==> src/rtl/pfp_pkg.sv <==
// pfp_pkg: shared types and constants of the provisioning frame parser
// parse phases, result item layout, codes, register indexes, queue sizing
// no dependencies
`default_nettype none

package pfp_pkg;

   typedef enum logic [2:0] {
      PH_CMD,
      PH_LEN,
      PH_NAMELEN,
      PH_NAME,
      PH_SECLEN,
      PH_SECRET,
      PH_DONE,
      PH_OTHER
   } phase_type;

   localparam logic [1:0] KIND_NAME   = 2'd0;
   localparam logic [1:0] KIND_SECRET = 2'd1;
   localparam logic [1:0] KIND_STATUS = 2'd2;

   localparam logic [1:0] ST_OK        = 2'd0;
   localparam logic [1:0] ST_MALFORMED = 2'd1;
   localparam logic [1:0] ST_BAD_SUM   = 2'd2;

   localparam logic CSR_CHECKSUM_ENABLE = 1'b0;
   localparam logic CSR_SETTINGS_CODE   = 1'b1;

   localparam int FIFO_PTR_W = 2;
   localparam int FIFO_DEPTH = 2 ** FIFO_PTR_W;
   localparam int FIFO_CNT_W = FIFO_PTR_W + 1;

   typedef struct packed {
      logic [1:0] item_kind;
      logic [7:0] payload_byte;
      logic [1:0] status;
      logic [7:0] command_code;
      logic       last;
   } rsp_item_type;

   // up to two results per transaction, in delivery order
   typedef struct packed {
      logic [1:0]   count;
      rsp_item_type item0;
      rsp_item_type item1;
   } core_out_type;

endpackage

`default_nettype wire

==> src/rtl/pfp_ifs.sv <==
// channel interfaces of the provisioning frame parser
// request bytes, result items and register writes; no dependencies
`default_nettype none

interface pfp_req_if;
   logic       valid;
   logic       ready;
   logic [7:0] rx_byte;
   logic       frame_end;

   modport source (output valid, output rx_byte, output frame_end, input ready);
   modport sink   (input valid, input rx_byte, input frame_end, output ready);
endinterface

interface pfp_rsp_if;
   logic       valid;
   logic       ready;
   logic [1:0] item_kind;
   logic [7:0] payload_byte;
   logic [1:0] status;
   logic [7:0] command_code;
   logic       last;

   modport source (output valid, output item_kind, output payload_byte, output status,
                   output command_code, output last, input ready);
   modport sink   (input valid, input item_kind, input payload_byte, input status,
                   input command_code, input last, output ready);
endinterface

interface pfp_csr_if;
   logic       valid;
   logic       ready;
   logic       reg_index;
   logic [7:0] wr_data;

   modport source (output valid, output reg_index, output wr_data, input ready);
   modport sink   (input valid, input reg_index, input wr_data, output ready);
endinterface

`default_nettype wire

==> src/rtl/pfp_frame_core.sv <==
// pfp_frame_core: per-byte frame state and result generation
// depends on pfp_pkg
`default_nettype none

module pfp_frame_core
   import pfp_pkg::*;
#(
   parameter int MAX_NAME_BYTES   = 32,
   parameter int MAX_SECRET_BYTES = 64
) (
   input  wire logic         clock,
   input  wire logic         reset,
   input  wire logic         accept,
   input  wire logic [7:0]   rx_byte,
   input  wire logic         frame_end,
   input  wire logic         checksum_enable,
   input  wire logic [7:0]   settings_code,
   output core_out_type      result
);

   localparam logic [7:0] NameLimit   = 8'(MAX_NAME_BYTES);
   localparam logic [7:0] SecretLimit = 8'(MAX_SECRET_BYTES);

   logic [8:0] pos_ff, pos_in;
   logic [7:0] sum_ff, sum_in;
   logic [7:0] cmd_ff, cmd_in;
   logic [7:0] dlen_ff, dlen_in;
   logic [7:0] name_len_ff, name_len_in;
   logic [7:0] secret_len_ff, secret_len_in;
   phase_type  phase_ff, phase_in;
   logic [7:0] fcount_ff, fcount_in;
   logic       zero_seen_ff, zero_seen_in;
   logic       field_error_ff, field_error_in;

   // values after this byte, before the end-of-frame clear
   logic [7:0] w_cmd, w_dlen, w_name_len, w_secret_len, w_fcount;
   phase_type  w_phase;
   logic       w_zero_seen, w_field_error;

   logic       in_payload;
   logic       stream_hit;
   logic [7:0] fcount_inc;
   logic [9:0] byte_count, expect_count;
   logic [1:0] frame_status;
   rsp_item_type stream_item, status_item;

   assign fcount_inc = fcount_ff + 8'd1;

   assign in_payload = (pos_ff >= 9'd2) && ((pos_ff - 9'd2) < {1'b0, dlen_ff})
                       && !(frame_end && checksum_enable)
                       && (phase_ff != PH_OTHER) && (phase_ff != PH_DONE);

   // next state
   always_comb begin
      w_cmd         = cmd_ff;
      w_dlen        = dlen_ff;
      w_name_len    = name_len_ff;
      w_secret_len  = secret_len_ff;
      w_fcount      = fcount_ff;
      w_phase       = phase_ff;
      w_zero_seen   = zero_seen_ff;
      w_field_error = field_error_ff;

      if (pos_ff == 9'd0) begin
         w_cmd   = rx_byte;
         w_phase = PH_LEN;
      end else if (pos_ff == 9'd1) begin
         w_dlen  = rx_byte;
         w_phase = (cmd_ff == settings_code) ? PH_NAMELEN : PH_OTHER;
      end else if (in_payload) begin
         case (phase_ff)
            PH_NAMELEN: begin
               w_name_len  = rx_byte;
               if (rx_byte > NameLimit) w_field_error = 1'b1;
               w_fcount    = 8'd0;
               w_zero_seen = 1'b0;
               w_phase     = (rx_byte == 8'd0) ? PH_SECLEN : PH_NAME;
            end
            PH_SECLEN: begin
               w_secret_len = rx_byte;
               if (rx_byte > SecretLimit) w_field_error = 1'b1;
               w_fcount     = 8'd0;
               w_zero_seen  = 1'b0;
               w_phase      = (rx_byte == 8'd0) ? PH_DONE : PH_SECRET;
            end
            PH_NAME: begin
               if (!zero_seen_ff && !field_error_ff && rx_byte == 8'd0) w_zero_seen = 1'b1;
               w_fcount = fcount_inc;
               if (fcount_inc == name_len_ff) w_phase = PH_SECLEN;
            end
            PH_SECRET: begin
               if (!zero_seen_ff && !field_error_ff && rx_byte == 8'd0) w_zero_seen = 1'b1;
               w_fcount = fcount_inc;
               if (fcount_inc == secret_len_ff) w_phase = PH_DONE;
            end
            default: begin
            end
         endcase
      end

      if (frame_end) begin
         pos_in         = '0;
         sum_in         = '0;
         cmd_in         = '0;
         dlen_in        = '0;
         name_len_in    = '0;
         secret_len_in  = '0;
         phase_in       = PH_CMD;
         fcount_in      = '0;
         zero_seen_in   = 1'b0;
         field_error_in = 1'b0;
      end else begin
         pos_in         = (pos_ff == 9'h1FF) ? pos_ff : pos_ff + 9'd1;
         sum_in         = sum_ff + rx_byte;
         cmd_in         = w_cmd;
         dlen_in        = w_dlen;
         name_len_in    = w_name_len;
         secret_len_in  = w_secret_len;
         phase_in       = w_phase;
         fcount_in      = w_fcount;
         zero_seen_in   = w_zero_seen;
         field_error_in = w_field_error;
      end
   end

   // results
   always_comb begin
      stream_hit = in_payload && (phase_ff == PH_NAME || phase_ff == PH_SECRET)
                   && !zero_seen_ff && !field_error_ff && (rx_byte != 8'd0);

      byte_count   = {1'b0, pos_ff} + 10'd1;
      expect_count = {2'b0, w_dlen} + 10'd2 + {9'd0, checksum_enable};

      if (byte_count != expect_count) begin
         frame_status = ST_MALFORMED;
      end else if (checksum_enable && sum_ff != rx_byte) begin
         frame_status = ST_BAD_SUM;
      end else if (w_phase == PH_OTHER) begin
         frame_status = ST_OK;
      end else if (w_field_error || w_phase != PH_DONE) begin
         frame_status = ST_MALFORMED;
      end else begin
         frame_status = ST_OK;
      end

      stream_item.item_kind    = (phase_ff == PH_NAME) ? KIND_NAME : KIND_SECRET;
      stream_item.payload_byte = rx_byte;
      stream_item.status       = ST_OK;
      stream_item.command_code = 8'd0;
      stream_item.last         = 1'b0;

      status_item.item_kind    = KIND_STATUS;
      status_item.payload_byte = 8'd0;
      status_item.status       = frame_status;
      status_item.command_code = w_cmd;
      status_item.last         = 1'b1;

      result.count = accept ? ({1'b0, stream_hit} + {1'b0, frame_end}) : 2'd0;
      result.item0 = stream_hit ? stream_item : status_item;
      result.item1 = status_item;
   end

   always_ff @(posedge clock) begin
      if (reset) begin
         pos_ff         <= '0;
         sum_ff         <= '0;
         cmd_ff         <= '0;
         dlen_ff        <= '0;
         name_len_ff    <= '0;
         secret_len_ff  <= '0;
         phase_ff       <= PH_CMD;
         fcount_ff      <= '0;
         zero_seen_ff   <= 1'b0;
         field_error_ff <= 1'b0;
      end else if (accept) begin
         pos_ff         <= pos_in;
         sum_ff         <= sum_in;
         cmd_ff         <= cmd_in;
         dlen_ff        <= dlen_in;
         name_len_ff    <= name_len_in;
         secret_len_ff  <= secret_len_in;
         phase_ff       <= phase_in;
         fcount_ff      <= fcount_in;
         zero_seen_ff   <= zero_seen_in;
         field_error_ff <= field_error_in;
      end
   end

endmodule

`default_nettype wire

==> src/rtl/pfp_rsp_fifo.sv <==
// pfp_rsp_fifo: result queue, up to two writes and one read per cycle
// depends on pfp_pkg
`default_nettype none

module pfp_rsp_fifo
   import pfp_pkg::*;
(
   input  wire logic         clock,
   input  wire logic         reset,
   input  wire core_out_type push,
   output logic              space_ok,
   input  wire logic         pop,
   output logic              head_valid,
   output rsp_item_type      head_item
);

   rsp_item_type            slot_ff [FIFO_DEPTH];
   logic [FIFO_PTR_W-1:0]   wr_ptr_ff, wr_ptr_in, rd_ptr_ff, rd_ptr_in;
   logic [FIFO_CNT_W-1:0]   count_ff, count_in;
   logic [FIFO_PTR_W-1:0]   wr_ptr_next;
   logic                    do_pop;

   assign do_pop      = pop && (count_ff != '0);
   assign wr_ptr_next = wr_ptr_ff + FIFO_PTR_W'(1);
   assign wr_ptr_in   = wr_ptr_ff + FIFO_PTR_W'(push.count);
   assign rd_ptr_in   = rd_ptr_ff + FIFO_PTR_W'(do_pop);
   assign count_in    = count_ff + FIFO_CNT_W'(push.count) - FIFO_CNT_W'(do_pop);

   // room for a whole transaction's worth of results
   assign space_ok   = count_ff <= FIFO_CNT_W'(FIFO_DEPTH - 2);
   assign head_valid = count_ff != '0;
   assign head_item  = slot_ff[rd_ptr_ff];

   always_ff @(posedge clock) begin
      if (reset) begin
         wr_ptr_ff <= '0;
         rd_ptr_ff <= '0;
         count_ff  <= '0;
      end else begin
         wr_ptr_ff <= wr_ptr_in;
         rd_ptr_ff <= rd_ptr_in;
         count_ff  <= count_in;
      end
   end

   always_ff @(posedge clock) begin
      if (push.count != 2'd0) slot_ff[wr_ptr_ff] <= push.item0;
      if (push.count == 2'd2) slot_ff[wr_ptr_next] <= push.item1;
   end

endmodule

`default_nettype wire

==> src/rtl/provisioning_frame_parser_top.sv <==
// provisioning_frame_parser_top: RPC frame parser, top level
// depends on pfp_pkg, pfp_ifs, pfp_frame_core, pfp_rsp_fifo
//
// Usage:
//   req_bus carries one frame byte per transaction, frame_end high on the
//   final byte. rsp_bus returns name bytes and password bytes of a wifi
//   settings frame as they arrive (zero bytes and bytes after a field's first
//   zero are dropped), then one status item with last high per frame.
//   Streamed bytes are to be discarded unless that status is ok.
//   csr_bus writes checksum_enable (index 0) and settings_command_code
//   (index 1); it is always ready and should be used only while idle.
// Timing:
//   a result enters the result queue as its byte is taken; one byte is taken
//   every cycle while the queue has room. A byte makes at most two results and
//   the four-entry queue takes a byte while it holds two or fewer items, so a
//   receiver taking one item per cycle never slows the input.
// Reset:
//   synchronous; clears the frame state and the result queue, sets
//   checksum_enable to 1 and the settings command code to 1.
// Stall:
//   when rsp_bus.ready stays low the queue fills and req_bus.ready drops;
//   no result is lost or repeated.
`default_nettype none

module provisioning_frame_parser_top
   import pfp_pkg::*;
#(
   parameter int MAX_NAME_BYTES   = 32,
   parameter int MAX_SECRET_BYTES = 64
) (
   input  wire logic  clock,
   input  wire logic  reset,
   pfp_req_if.sink    req_bus,
   pfp_rsp_if.source  rsp_bus,
   pfp_csr_if.sink    csr_bus
);

   logic         checksum_enable_ff;
   logic [7:0]   settings_code_ff;
   logic         req_accept;
   logic         space_ok;
   logic         head_valid;
   core_out_type core_result;
   rsp_item_type head_item;

   assign csr_bus.ready   = 1'b1;
   assign req_bus.ready   = space_ok;
   assign req_accept      = req_bus.valid && space_ok;

   always_ff @(posedge clock) begin
      if (reset) begin
         checksum_enable_ff <= 1'b1;
         settings_code_ff   <= 8'd1;
      end else if (csr_bus.valid) begin
         case (csr_bus.reg_index)
            CSR_CHECKSUM_ENABLE: checksum_enable_ff <= csr_bus.wr_data[0];
            CSR_SETTINGS_CODE:   settings_code_ff   <= csr_bus.wr_data;
            default: begin
            end
         endcase
      end
   end

   pfp_frame_core #(
      .MAX_NAME_BYTES   (MAX_NAME_BYTES),
      .MAX_SECRET_BYTES (MAX_SECRET_BYTES)
   ) u_core (
      .clock           (clock),
      .reset           (reset),
      .accept          (req_accept),
      .rx_byte         (req_bus.rx_byte),
      .frame_end       (req_bus.frame_end),
      .checksum_enable (checksum_enable_ff),
      .settings_code   (settings_code_ff),
      .result          (core_result)
   );

   pfp_rsp_fifo u_fifo (
      .clock      (clock),
      .reset      (reset),
      .push       (core_result),
      .space_ok   (space_ok),
      .pop        (rsp_bus.ready),
      .head_valid (head_valid),
      .head_item  (head_item)
   );

   assign rsp_bus.valid        = head_valid;
   assign rsp_bus.item_kind    = head_item.item_kind;
   assign rsp_bus.payload_byte = head_item.payload_byte;
   assign rsp_bus.status       = head_item.status;
   assign rsp_bus.command_code = head_item.command_code;
   assign rsp_bus.last         = head_item.last;

   // the end of a frame always leaves a result waiting
   a_end_gives_result: assert property (@(posedge clock) disable iff (reset)
      (req_bus.valid && req_bus.ready && req_bus.frame_end) |=> rsp_bus.valid)
      else $error("frame end produced no result");

   // status items and only status items close a frame
   a_last_on_status: assert property (@(posedge clock) disable iff (reset)
      rsp_bus.valid |-> (rsp_bus.last == (rsp_bus.item_kind == KIND_STATUS)))
      else $error("last flag does not match item kind");

   // a streamed field byte is never the zero terminator
   a_stream_nonzero: assert property (@(posedge clock) disable iff (reset)
      (rsp_bus.valid && rsp_bus.item_kind != KIND_STATUS) |->
         (rsp_bus.payload_byte != 8'd0 && rsp_bus.status == ST_OK))
      else $error("bad streamed byte");

endmodule

`default_nettype wire

==> src/flat_wrapper.sv <==
// flat-port wrapper written by rule: the top's interface ports become plain ports
module provisioning_frame_parser_top_flat import pfp_pkg::*;
#(
   parameter int MAX_NAME_BYTES   = 32,
   parameter int MAX_SECRET_BYTES = 64
)
  (clock, reset, req_bus_valid, req_bus_rx_byte, req_bus_frame_end, req_bus_ready, rsp_bus_valid, rsp_bus_item_kind, rsp_bus_payload_byte, rsp_bus_status, rsp_bus_command_code, rsp_bus_last, rsp_bus_ready, csr_bus_valid, csr_bus_reg_index, csr_bus_wr_data, csr_bus_ready);
  pfp_req_if req_bus_i ();
  pfp_rsp_if rsp_bus_i ();
  pfp_csr_if csr_bus_i ();
  input  wire logic clock;
  input  wire logic reset;
  input wire logic [$bits(req_bus_i.valid)-1:0] req_bus_valid;
  input wire logic [$bits(req_bus_i.rx_byte)-1:0] req_bus_rx_byte;
  input wire logic [$bits(req_bus_i.frame_end)-1:0] req_bus_frame_end;
  output wire logic [$bits(req_bus_i.ready)-1:0] req_bus_ready;
  output wire logic [$bits(rsp_bus_i.valid)-1:0] rsp_bus_valid;
  output wire logic [$bits(rsp_bus_i.item_kind)-1:0] rsp_bus_item_kind;
  output wire logic [$bits(rsp_bus_i.payload_byte)-1:0] rsp_bus_payload_byte;
  output wire logic [$bits(rsp_bus_i.status)-1:0] rsp_bus_status;
  output wire logic [$bits(rsp_bus_i.command_code)-1:0] rsp_bus_command_code;
  output wire logic [$bits(rsp_bus_i.last)-1:0] rsp_bus_last;
  input wire logic [$bits(rsp_bus_i.ready)-1:0] rsp_bus_ready;
  input wire logic [$bits(csr_bus_i.valid)-1:0] csr_bus_valid;
  input wire logic [$bits(csr_bus_i.reg_index)-1:0] csr_bus_reg_index;
  input wire logic [$bits(csr_bus_i.wr_data)-1:0] csr_bus_wr_data;
  output wire logic [$bits(csr_bus_i.ready)-1:0] csr_bus_ready;
  assign req_bus_i.valid = req_bus_valid;
  assign req_bus_i.rx_byte = req_bus_rx_byte;
  assign req_bus_i.frame_end = req_bus_frame_end;
  assign req_bus_ready = req_bus_i.ready;
  assign rsp_bus_valid = rsp_bus_i.valid;
  assign rsp_bus_item_kind = rsp_bus_i.item_kind;
  assign rsp_bus_payload_byte = rsp_bus_i.payload_byte;
  assign rsp_bus_status = rsp_bus_i.status;
  assign rsp_bus_command_code = rsp_bus_i.command_code;
  assign rsp_bus_last = rsp_bus_i.last;
  assign rsp_bus_i.ready = rsp_bus_ready;
  assign csr_bus_i.valid = csr_bus_valid;
  assign csr_bus_i.reg_index = csr_bus_reg_index;
  assign csr_bus_i.wr_data = csr_bus_wr_data;
  assign csr_bus_ready = csr_bus_i.ready;
  provisioning_frame_parser_top #(.MAX_NAME_BYTES(MAX_NAME_BYTES), .MAX_SECRET_BYTES(MAX_SECRET_BYTES)) u_core (.clock(clock), .reset(reset), .req_bus(req_bus_i), .rsp_bus(rsp_bus_i), .csr_bus(csr_bus_i));
endmodule
==> config.mk <==
export PLATFORM = sky130hd
export DESIGN_NAME = provisioning_frame_parser_top_flat
export DESIGN_NICKNAME = d
export VERILOG_FILES = /design/src/rtl/pfp_pkg.sv /design/src/rtl/pfp_ifs.sv /design/src/rtl/pfp_frame_core.sv /design/src/rtl/pfp_rsp_fifo.sv /design/src/rtl/provisioning_frame_parser_top.sv /design/src/flat_wrapper.sv
export SDC_FILE = /design/constraint.sdc
export NUM_CORES = 1
export LEC_CHECK = 0
export ABC_AREA = 1
export BUFFER_PORTS_ARGS = -buffer_cell sky130_fd_sc_hd__buf_2
export CAP_MARGIN = 10
export CORE_MARGIN = 4
export CORE_UTILIZATION = 60
export CTS_BUF_LIST = sky130_fd_sc_hd__clkbuf_16
export CTS_CLUSTER_DIAMETER = 150
export DETAILED_ROUTE_END_ITERATION = 12
export PLACE_DENSITY = 0.87
export SLEW_MARGIN = 30
export SYNTH_ARGS = -nofsm -noshare
export SYNTH_HDL_FRONTEND = slang
export SYNTH_SLANG_ARGS = --single-unit
export TNS_END_PERCENT = 1
==> constraint.sdc <==
create_clock -name clock -period 6.2 [get_ports clock]
set_input_delay 0.93 -clock clock [delete_from_list [all_inputs] [get_ports clock]]
set_output_delay 0.93 -clock clock [all_outputs]
set_load 0.005 [all_outputs]
==> summary.txt <==
Worst setup path
  • CP Class: reg -> reg
  • Worst Path Required: 6.35 ns
  • Crit path top cell by count: nor2_1
  • Cell family with most CP delay: simple AND/OR/NAND/NOR gates
  • CP Max Fanout: 20
  • CP arrival: 4.89 ns
  • Worst path cell trace: inv_1 > ha_1 > nand2_1 > nor2_1 > nand3_1 > xor2_1 > ha_1 > a21oi_1 > o211ai_1 > a21oi_2 > nand2_2 > nor4_4 > ha_1 > inv_1 > nor2_1 > nor2_1 > nor3_1 > or2_2 > o21ai_1 > nor2_1
  • Worst path slowest cell: o21ai_1
  • Type of element capturing the critical path: flop
  • Startpoint types: flop
  • Buffers & Inverters on Critical Path: 2
  • Worst path max stage delay: 0.52 ns

Final layout
  • Fin util: 67.88%
  • Layout area overhead: 9.596%
  • N_diodes: 0
  • Filler instances: 1157
  • Nets@finish: 1262
  • Final std cells w/o fill: 1400
  • Reg area: 3563 sq um
  • Layout cells sized above 1: 10.33%
  • Area of the multi-input gates: 4314 sq um

STA
  • Minimum clock period: 4.734 ns
  • Setup violations, final: 0
  • Fin Setup TNS: 0 ns
  • Measured slew at the worst slew-check pin: 0.8589 ns
  • Final worst-path setup slack: 1.466 ns
  • Worst slew margin: 42.74%
  • Clk_skew: 0.004688 ns
  • Maximum clock frequency: 0.2113 GHz
  • Ratio of final minimum period to clock period: 76.35%
  • Hold Fails Final Rpt: 0
  • RSZ-0062 raised after global routing: no
  • Final Max Tran Viols: 0

Routing
  • Drt wl/cell: 15.63 microns
  • Drt pass-1 iters: 5
  • Via count of the routed design: 8020
  • Post-route DRC: 0
  • Vias per cell: 5.729
  • DRT antenna net count: 0
  • Initial drt markers: 825
  • Aggregate routed wire length: 21880 microns

Pwr
  • Psw: 1005 uW
  • Tot Pwr: 3105 uW
  • Combinational share of power: 24.9%
  • Cell area power density: 325.8 nW/um^2
  • Internal power: 2100 uW
  • Static Leak: 0.004178 uW
  • Sw frac: 32.36%
  • Peak VDD IR: 0.2146 mV
  • Flop pwr share: 40.7%
  • Clock share of power: 34.4%

Clocking
  • Clk sinks: 158
  • PostCTS Resize Cnt: 0
  • CTS Root Cell: clkbuf_16
  • CTS Buf Count: 17
  • Clk_lat worst skew: 0.44 ns
  • CTS tree: done
  • Clock transition at path regs: 0.06 ns
  • H-tree depth: 4
  • CTS Buffer Depth: 2
  • Post-CTS Hold Fix Bufs: 0
  • Post CTS Setup Buffer Count: 0

Place
  • Placed cell count: 1368
  • Dpl ws: 1.553 ns
  • Port Buffers: 45
  • Post-DP HPWL: 15750 microns
  • Routability cong.: 0.9436

GRT
  • Largest net degree at the start of global routing: 50
  • GR Overflow Total: 0
  • Vias in the first global route: 7526
  • Antenna violations before repair: 0
  • GRT Total Usage: 27.08%
  • First-pass GRT wire length: 36050 microns

Yosys
  • Largest family of logic cells by synthesized area: simple AND/OR/NAND/NOR gates
  • Post-synthesis simple-gate area fraction: 27.36%
  • Ys flop type: dfxtp_1
  • Avg Inst Size Synth: 7.339 sq um
  • Synthesized area: 8697 sq um
  • Synth Area in Adders: 4.776%
  • Yosys warnings: 0
  • Compound-gate portion of the synthesized area: 14.54%
  • Seq/Total Area, Yosys: 40.97%
  • Post-synth EDFFs: 40
  • Mux cell area share after synthesis: 0%
  • Synth Register Bits: 158
  • Syn nets: 1240
  • Fraction of registers with async set/reset: 0%
  • Synth unique cells: 48
  • Xor/xnor share of the synthesized area: 2.820%
  • Mapped Cells: 1185

Min path
  • Hold Crit Class: reg -> reg

Floorplanning
  • Initial Util: 61.94%
  • Core area: 14040 sq um
  • Row count: 43
  • Die area: 16490 sq um
  • Die Width: 128.4 microns
  • Die height: 128.4 microns
  • I/O pin count: 47

Job
  • Max-Cap Viols: 0

Run status
  • Outcome: completed
cell families (layout without fill, tap and decap cells):
family | Yosys count | after routing
compound gates | 229 | 229
buf+inv | 200 | 235
simple gates | 537 | 537
flops | 158 | 158
fa+ha+maj | 32 | 32
other cells | 1 | 1
xor+xnor | 28 | 28
power groups by stage:
stage | sequential, uW | clock, uW | combinational [uW]
floorplan | 1260 | 0 | 551
global placement | 1270 | 0 | 734
detailed placement | 1280 | 0 | 761
CTS | 1260 | 1080 | 769
global route | 1270 | 1120 | 877
finish | 1260 | 1070 | 773
layout make-up:
type	instances	area share, %
multi-input cells	827	45.26
flip-flops and latches	158	37.39
inverters	154	6.078
clock buffers	17	4.463
repair buffers	49	2.678
well taps	180	2.363
clock inverters	15	1.772
per-stage QoR:
step | hold WS (ns) | instance area (sq um)
finish | 0.4670 | 9532
global route | 0.4860 | 9532
CTS | 0.4714 | 9527
detailed placement | 0.4530 | 8932
global placement | 0.4364 | 8932
floorplan | 0.4209 | 8697
placed cells by master, fill, tap and decap left out, drive strengths merged, types with 2 or more instances in the layout:
cell,count
nand2,255
nor2,182
inv,154
dfxtp,118
a21oi,85
o21ai,80
nand3,54
buf,49
o22ai,47
edfxtp,40
ha,30
clkbuf,17
xor2,16
nor3,15
nand4,14
xnor2,12
clkinv,10
nand3b,9
a211oi,7
or2,5
o211ai,3
bufinv,3
a22oi,2
fa,2
clkinvlp,2
nor4,2
routing by layer:
layer / track usage [%] / share of wire, %
met1: 35.24 / 42
met2: 43.86 / 48
met3: 4.940 / 7.5
met4: 12.73 / 3.0
met5: 0 / 0
cell usage after synthesis (9+ instances only):
library cell / count / share of area (%)
a21oi_1: 84 / 4.8
clkbuf_1: 27 / 1.2
dfxtp_1: 118 / 27
edfxtp_1: 40 / 14
ha_1: 30 / 4.3
inv_1: 146 / 6.3
nand2_1: 240 / 10
nand2_2: 12 / 0.86
nand3_1: 49 / 2.8
nand3b_1: 9 / 0.78
nand4_1: 12 / 0.86
nor2_1: 172 / 7.4
nor3_1: 15 / 0.86
o21ai_0: 70 / 4.0
o22ai_1: 47 / 3.4
xnor2_1: 12 / 1.2
xor2_1: 16 / 1.6
path summary, 6_finish.rpt:
check | start | to | slack [ns] | cells after the start
worst max-delay path | u_core.u_core.pos_ff[1]$_SDFFE_PP0P_ | u_core.u_fifo.slot_ff[3][9]$_DFFE_PP_ | 1.47 | 20
worst min-delay path | u_core.u_core.secret_len_ff[2]$_SDFFE_PP0P_ | u_core.u_core.secret_len_ff[2]$_SDFFE_PP0P_ | 0.47 | 2
worst max register to register | u_core.u_core.pos_ff[1]$_SDFFE_PP0P_ | u_core.u_fifo.slot_ff[3][9]$_DFFE_PP_ | 1.47 | 20
worst min register to register | u_core.u_core.secret_len_ff[2]$_SDFFE_PP0P_ | u_core.u_core.secret_len_ff[2]$_SDFFE_PP0P_ | 0.47 | 2
registers in the layout (all words and copies together) (netlist names), 8 cells and up:
name / count
u_core.u_core.cmd_ff: 8
u_core.u_core.secret_len_ff: 8
u_core.u_core.fcount_ff: 8
u_core.u_core.dlen_ff: 8
u_core.u_fifo.slot_ff: 80
u_core.settings_code_ff: 8
u_core.u_core.sum_ff: 8
u_core.u_core.pos_ff: 9
u_core.u_core.name_len_ff: 8
tightest hold or removal path, cell delays in order, from the launching register on:
cell	delay [ns]
dfxtp_1	0.31
inv_1	0.06
a21oi_1	0.05
Note: power is estimated with default switching activity, not from simulation.
